### config.mk
export PLATFORM = sky130hd
export DESIGN_NAME = key_matrix_debounce_events_top
export DESIGN_NICKNAME = d
export VERILOG_FILES = /design/src/sv/kmde_pkg.sv /design/src/sv/key_matrix_debounce_events_top.sv
export SDC_FILE = /design/constraint.sdc
export NUM_CORES = 1
export LEC_CHECK = 0
export BUFFER_PORTS_ARGS = -buffer_cell sky130_fd_sc_hd__buf_2
export CORE_AREA = 4 4 166 168
export CTS_BUF_LIST = sky130_fd_sc_hd__clkbuf_16
export DETAILED_ROUTE_END_ITERATION = 7
export DIE_AREA = 0 0 170 172
export GPL_TIMING_DRIVEN = 0
export PLACE_DENSITY = 0.67
export SLEW_MARGIN = 30
export SYNTH_ARGS = -nofsm -noshare
export SYNTH_HDL_FRONTEND = slang
export SYNTH_SLANG_ARGS = --single-unit
### constraint.sdc
create_clock -name clk -period 12.8 [get_ports clk]
set_clock_uncertainty 0.2 [all_clocks]
set_input_delay 1.28 -clock clk [delete_from_list [all_inputs] [get_ports clk]]
set_output_delay 1.28 -clock clk [all_outputs]
set_load 0.02 [all_outputs]
### src/sv/kmde_pkg.sv
// Package for the key matrix debounce event block.
// Holds field widths, default sizes and the settle reset value; no dependencies.
package kmde_pkg;

    localparam int ROW_COUNT_DEF    = 10;
    localparam int COLUMN_COUNT_DEF = 6;

    localparam int ROW_W    = 4;
    localparam int LEVELS_W = 6;
    localparam int NOW_W    = 32;
    localparam int KCOL_W   = 3;
    localparam int SETTLE_W = 8;

    localparam logic [SETTLE_W-1:0] SETTLE_RESET = 8'd5;

endpackage

### src/sv/key_matrix_debounce_events_top.sv
// Key matrix debouncer: scanned row samples in, settled press/release events out.
// Depends on kmde_pkg.
//
// Use: s_axis carries one scanned row per beat (row, active-low column bits,
// millisecond timestamp). A changed row restarts a global settle timer; once
// more than settle_ms milliseconds have passed, every key whose settled state
// differs is sent on m_axis as one beat, rows ascending then columns
// ascending, with tlast on the final beat of that run. cfg carries settle_ms
// and is always ready; write it only while the block is idle.
// Sequence: a sample that does not settle passes accept, row update and elapsed
// check; a settling sample then scans the ROW_COUNT x COLUMN_COUNT matrix (10 x 6
// by default) and ends with a flush step. The column/row sequencer examines one
// bit position per cycle, stalling on a changed key while the hold register is
// full and m_axis is stalled, and a single 32-bit subtract-and-compare does the
// elapsed test. s_axis_tready is low from accept until the sequencer is back to idle.
// Reset: every key up in both matrices, timer stopped, settle_ms = 5, no beat
// pending on m_axis. A stalled m_axis holds its beat; the scan then stops at
// a changed key while the hold register is full, until the output frees up.
module key_matrix_debounce_events_top
    import kmde_pkg::*;
#(
    parameter int ROW_COUNT    = ROW_COUNT_DEF,
    parameter int COLUMN_COUNT = COLUMN_COUNT_DEF
)
(
    input  logic                clk,
    input  logic                rst_n,
    input  logic                s_axis_tvalid,
    output logic                s_axis_tready,
    // [3:0] row_index, [9:4] column_levels, [41:10] now_ms, [47:42] zero
    input  logic [47:0]         s_axis_tdata,
    output logic                m_axis_tvalid,
    input  logic                m_axis_tready,
    // [3:0] key_row, [6:4] key_column, [7] zero
    output logic [7:0]          m_axis_tdata,
    // [0] is_release
    output logic [0:0]          m_axis_tuser,
    output logic                m_axis_tlast,
    input  logic                cfg_valid,
    output logic                cfg_ready,
    input  logic [SETTLE_W-1:0] cfg_data
);

    localparam int RW    = (ROW_COUNT > 1) ? $clog2(ROW_COUNT) : 1;
    localparam int CW    = (COLUMN_COUNT > 1) ? $clog2(COLUMN_COUNT) : 1;
    localparam int LVL_W = (COLUMN_COUNT > LEVELS_W) ? COLUMN_COUNT : LEVELS_W;

    localparam logic [2:0] S_IDLE  = 3'd0;
    localparam logic [2:0] S_UPD   = 3'd1;
    localparam logic [2:0] S_CHK   = 3'd2;
    localparam logic [2:0] S_SCAN  = 3'd3;
    localparam logic [2:0] S_FLUSH = 3'd4;

    typedef logic [COLUMN_COUNT-1:0] row_bits_t;

    logic [2:0]          state_reg, state_next;
    logic [SETTLE_W-1:0] settle_reg;
    logic [ROW_W-1:0]    row_reg;
    row_bits_t           lvl_reg;
    logic [NOW_W-1:0]    now_reg;
    logic [NOW_W-1:0]    start_reg;
    logic                busy_reg;
    row_bits_t           pending_reg [ROW_COUNT];
    row_bits_t           stable_reg  [ROW_COUNT];
    logic [RW-1:0]       scan_row_reg;
    logic [CW-1:0]       col_reg;

    logic                hold_valid_reg;
    logic [RW-1:0]       hold_row_reg;
    logic [CW-1:0]       hold_col_reg;
    logic                hold_rel_reg;

    logic                out_valid_reg;
    logic [ROW_W-1:0]    out_row_reg;
    logic [KCOL_W-1:0]   out_col_reg;
    logic                out_rel_reg;
    logic                out_last_reg;

    logic [LVL_W-1:0]    lvl_ext;
    logic                accept;
    logic                row_ok;
    logic [RW-1:0]       rd_row;
    row_bits_t           pend_rd;
    row_bits_t           stab_rd;
    logic                upd_hit;
    logic [NOW_W-1:0]    elapsed;
    logic                settled;
    logic                out_free;
    logic                diff_bit;
    logic                scan_adv;
    logic                last_col;
    logic                last_row;
    logic                push_scan;
    logic                push_flush;

    assign lvl_ext = LVL_W'(s_axis_tdata[9:4]);
    assign accept  = s_axis_tvalid && s_axis_tready;
    assign s_axis_tready = (state_reg == S_IDLE);
    assign cfg_ready     = 1'b1;

    assign row_ok  = ({1'b0, row_reg} < (ROW_W + 1)'(ROW_COUNT));
    assign rd_row  = (state_reg == S_UPD) ? row_reg[RW-1:0] : scan_row_reg;
    assign pend_rd = pending_reg[rd_row];
    assign stab_rd = stable_reg[rd_row];
    assign upd_hit = row_ok && (lvl_reg != pend_rd);

    assign elapsed = now_reg - start_reg;
    assign settled = busy_reg && (elapsed > NOW_W'(settle_reg));

    assign out_free = !out_valid_reg || m_axis_tready;
    assign diff_bit = pend_rd[col_reg] ^ stab_rd[col_reg];
    assign scan_adv = !(diff_bit && hold_valid_reg && !out_free);
    assign last_col = (col_reg == CW'(COLUMN_COUNT - 1));
    assign last_row = (scan_row_reg == RW'(ROW_COUNT - 1));

    assign push_scan  = (state_reg == S_SCAN) && diff_bit && hold_valid_reg && out_free;
    assign push_flush = (state_reg == S_FLUSH) && hold_valid_reg && out_free;

    always_comb
    begin
        state_next = state_reg;
        unique case (state_reg)
            S_IDLE:
            begin
                if (accept)
                    state_next = S_UPD;
            end
            S_UPD:
                state_next = S_CHK;
            S_CHK:
                state_next = settled ? S_SCAN : S_IDLE;
            S_SCAN:
            begin
                if (scan_adv && last_col && last_row)
                    state_next = S_FLUSH;
            end
            S_FLUSH:
            begin
                if (!hold_valid_reg || out_free)
                    state_next = S_IDLE;
            end
            default:
                state_next = S_IDLE;
        endcase
    end

    always_ff @(posedge clk or negedge rst_n)
    begin
        if (!rst_n)
        begin
            state_reg      <= S_IDLE;
            settle_reg     <= SETTLE_RESET;
            busy_reg       <= 1'b0;
            start_reg      <= '0;
            scan_row_reg   <= '0;
            col_reg        <= '0;
            hold_valid_reg <= 1'b0;
            out_valid_reg  <= 1'b0;
            for (int r = 0; r < ROW_COUNT; r++)
            begin
                pending_reg[r] <= '1;
                stable_reg[r]  <= '1;
            end
        end
        else
        begin
            state_reg <= state_next;

            if (cfg_valid && cfg_ready)
                settle_reg <= cfg_data;

            // update step: on a changed row, update the pending row and restart the timer
            if (state_reg == S_UPD && upd_hit)
            begin
                pending_reg[row_reg[RW-1:0]] <= lvl_reg;
                busy_reg  <= 1'b1;
                start_reg <= now_reg;
            end

            if (state_reg == S_CHK && settled)
            begin
                busy_reg     <= 1'b0;
                scan_row_reg <= '0;
                col_reg      <= '0;
            end

            // advance one bit position; keep the newest change in hold
            if (state_reg == S_SCAN && scan_adv)
            begin
                if (diff_bit)
                begin
                    hold_valid_reg <= 1'b1;
                    hold_row_reg   <= scan_row_reg;
                    hold_col_reg   <= col_reg;
                    hold_rel_reg   <= pend_rd[col_reg];
                end
                if (last_col)
                begin
                    stable_reg[scan_row_reg] <= pend_rd;
                    col_reg <= '0;
                    if (!last_row)
                        scan_row_reg <= scan_row_reg + 1'b1;
                end
                else
                    col_reg <= col_reg + 1'b1;
            end

            if (push_flush)
                hold_valid_reg <= 1'b0;

            if (push_scan || push_flush)
                out_valid_reg <= 1'b1;
            else if (m_axis_tready)
                out_valid_reg <= 1'b0;
        end
    end

    always_ff @(posedge clk)
    begin
        if (accept)
        begin
            row_reg <= s_axis_tdata[3:0];
            lvl_reg <= lvl_ext[COLUMN_COUNT-1:0];
            now_reg <= s_axis_tdata[41:10];
        end
        if (push_scan || push_flush)
        begin
            out_row_reg  <= ROW_W'(hold_row_reg);
            out_col_reg  <= KCOL_W'(hold_col_reg);
            out_rel_reg  <= hold_rel_reg;
            out_last_reg <= push_flush;
        end
    end

    assign m_axis_tvalid = out_valid_reg;
    assign m_axis_tdata  = {1'b0, out_col_reg, out_row_reg};
    assign m_axis_tuser  = out_rel_reg;
    assign m_axis_tlast  = out_last_reg;

    a_ready_no_hold: assert property (@(posedge clk) disable iff (!rst_n)
        s_axis_tready |-> !hold_valid_reg)
        else $error("input ready while an event is still held");

    a_scan_timer_off: assert property (@(posedge clk) disable iff (!rst_n)
        state_reg == S_SCAN |-> !busy_reg)
        else $error("settle timer running during scan");

    a_out_source: assert property (@(posedge clk) disable iff (!rst_n)
        $rose(m_axis_tvalid) |-> $past(state_reg) == S_SCAN || $past(state_reg) == S_FLUSH)
        else $error("output beat raised outside scan or flush");

endmodule
==> reports/qor.txt <==
Number of enable flip-flop cells after synthesis - 59
Synthesized netlist cell count - 1,104
Final Hold Violating Endpoints - 0
Highest clock rate - 0.190 GHz
Synth cell types - 81
Arr. time, crit path - 5.52 ns
Post-synthesis register bit count - 232
Final worst-path setup slack - 7.53 ns
Number of antenna violations at the first check in global routing - 0
DP Wirelength - 21,200 um
Cell types with the largest area share after synthesis - dfstp_2 25%, edfxtp_1 14%, dfrtp_1 9.9%, mux2_2 7.3%, mux2_4 6.3%
Area share of the largest cell type after synthesis - 24.9%
H-tree levels - 1
Crit share post-route - 41.2%
Cts-stage hold buffer count - 0
Die H - 172 um
Starting DRT DRC Count - 704
CTS tree - yes
Remaining DRCs - 0
CTS buffer count - 26
Wire length of the first global-routing pass - 47,500 um
Chip width - 170 um
Power density normalized to cell area - 226 nW/um2
Root Buffer Master - clkbuf_16
Portion of the post-synthesis area used by sequential elements - 48.6%
Startpoint kind of the worst setup timing path - register
Cell leakage power - 6.12 nW
Slew at the pin closest to its max-slew limit - 0.803 ns
Maximum number of pins on one net before global-route repair - 74
Hold WC Path Type - register to register
Clock Latency Late Sink - 0.53 ns
Synth Warn # - 0
Initial standard-cell utilization of the core - 49.6%
Vias in the first global route - 8,737
Area of the mapped netlist - 12,900 um2
Die area - 29,200 um2
Run status - finished clean
Most instantiated library cell after synthesis - dfstp_2
Worst max-slew margin expressed relative to the limit - 46.0%
Post-Synthesis Mean Instance Area - 11.7 um2
GPL Wtd Cong - 0.938
Routed length per placed instance - 19.2 um
Proportion of register bits with asynchronous set or reset after synthesis - 74.6%
Dpl cell area - 13,700 um2
Detailed-router iteration count before antenna repair - 5
Max rail drop VDD - 153 uV
CTS Buffer Depth - 3
Quantity of gates resized following cts - 0
Final antenna-violating net count - 0
Number of max-slew violations in the final report - 0
Commonest cells in the synthesized netlist - 122 x dfstp_2, 95 x nand2_1, 83 x mux2_2
Final count of negative-setup-slack endpoints - 0
Antenna cell count - 0
Area of the core - 25,900 um2
Number of I/O pins - 74
Net Count, Synth - 1,209
Via Count - 8,953
Summed area of non-filler cells in the final layout - 14,500 um2
IO Port Bufs - 65
Startpoint-to-endpoint class of the critical path - register to register
Post-CTS repair timing setup buffer count - 0
Clock input transition at the sequential cells of the worst setup and hold paths - 0.06 ns
Count of max-cap constraint violations - 0
Setup crit end kind - register
Req. time, crit path - 13.05 ns
Setup TNS after final layout - 0 ns
Total Nets Final - 1,304
Total detailed-routing wirelength - 29,900 um
Top cell type by total area after synthesis - dfstp_2
Row count - 59
Share of post-route cells with drive strength above 1 - 34.5%
Crit-path max FO - 10
Area overhead of the layout relative to synthesis - 13.0%
Dpl ws - 7.57 ns
Overall Power - 3.29 mW
Unrepaired setup endpoints after global routing - no
Drt via density - 5.76
Count of clock tree sinks - 232
Most used DFF post-synth - dfstp_2
Total routing usage reported by global routing - 20.2%
Remaining global-route overflow - 0
Shortest period the worst path allows - 5.27 ns
critical path, stage by stage, from the launching register on:
cell and delay [ns]:
dfrtp_1 0.43, clkbuf_1 0.41, clkbuf_1 0.61, nor2_1 0.14, mux2_2 0.31, nand2_1 0.26
o22ai_1 0.17, a211o_1 0.37, xnor2_1 0.15, a31oi_1 0.54, clkbuf_1 0.56, nand4b_1 0.57
mux2_2 0.46
through the flow:
stage / util [%] / cells / hold WS, ns
global placement: 52.5 / 1504 / 0.202
floorplan: - / 1104 / 0.200
finish: 56.1 / 1554 / 0.220
global route: 56.1 / 1554 / 0.233
CTS: 56.1 / 1554 / 0.223
detailed placement: 52.8 / 1506 / 0.207
layout make-up:
cell class | count | area, um2
buffer | 67 | 324
clock buffer | 28 | 701
clock inverter | 20 | 161
fill | 2193 | 11400
inverter | 61 | 229
multi-input combinational | 744 | 6060
sequential | 232 | 6250
tap | 335 | 419
timing repair buffer | 67 | 390
kinds of logic (layout without fill, tap and decap cells):
| family | after synthesis | count (layout) | synth area share [%] |
|---|---|---|---|
| and+or+nand+nor | 249 | 249 | 9.49 |
| DFF | 232 | 232 | 48.6 |
| AOI/OAI and AO/OA | 219 | 219 | 11.1 |
| other | 2 | 2 | 0.0584 |
| muxes | 204 | 204 | 20.3 |
| xor gates and xnor gates | 26 | 26 | 1.83 |
| buffers and inverters | 128 | 243 | 4.30 |
| adders and majority gates | 44 | 44 | 4.34 |
layer usage:
metal  part of all wire, %  global-route usage [%]  up-vias
li1                      -                       -     4226
met1                    47                    29.5     4418
met2                    46                    32.0      268
met3                   5.9                    3.59       41
met4                   1.8                    4.20        0
met5                     0                       0        -
cell usage in the layout, fill, tap and decap left out, types with 7 or more instances in the layout:
cell type,Yosys,routed
a211oi_1,8,8
a21o_1,13,13
a21oi_1,39,39
and2_1,8,7
and3_1,7,7
buf_2,12,76
clkbuf_1,42,42
clkbuf_16,0,28
clkinv_2,0,9
dfrtp_1,51,51
dfstp_2,122,122
edfxtp_1,59,59
ha_1,43,43
inv_1,61,65
mux2_2,83,83
mux2_4,54,54
mux2i_1,52,52
mux4_2,14,14
nand2_1,95,95
nand2b_1,7,7
nand3_1,17,17
nor2_1,46,46
nor2b_1,9,9
nor3_1,16,16
o211ai_1,10,10
o21ai_0,74,74
or4_1,9,9
xnor2_1,18,18
xor2_1,7,7
power by group:
| group | switching (mW) | internal, mW | total (mW) |
|---|---|---|---|
| combinational | 0.846 | 0.589 | 1.43 |
| clock | 0.301 | 0.436 | 0.738 |
| sequential | 0.0985 | 1.02 | 1.12 |
| total | 1.25 | 2.04 | 3.29 |
path summary, 6_finish.rpt:
kind	from	endpoint	slack, ns	depth (start not counted)
worst max-delay path	scan_row_reg[1]	pending_reg[11]	7.53	12
worst min-delay path	hold_col_reg[2]	out_col_reg[2]	0.22	0
worst max register to register	scan_row_reg[1]	pending_reg[11]	7.53	12
worst min register to register	hold_col_reg[2]	out_col_reg[2]	0.22	0
max in group asynchronous	rst_n	stable_reg[32]	11.23	2
min in group asynchronous	rst_n	start_reg[7]	0.43	1
Power figures use the tool's default switching activity.
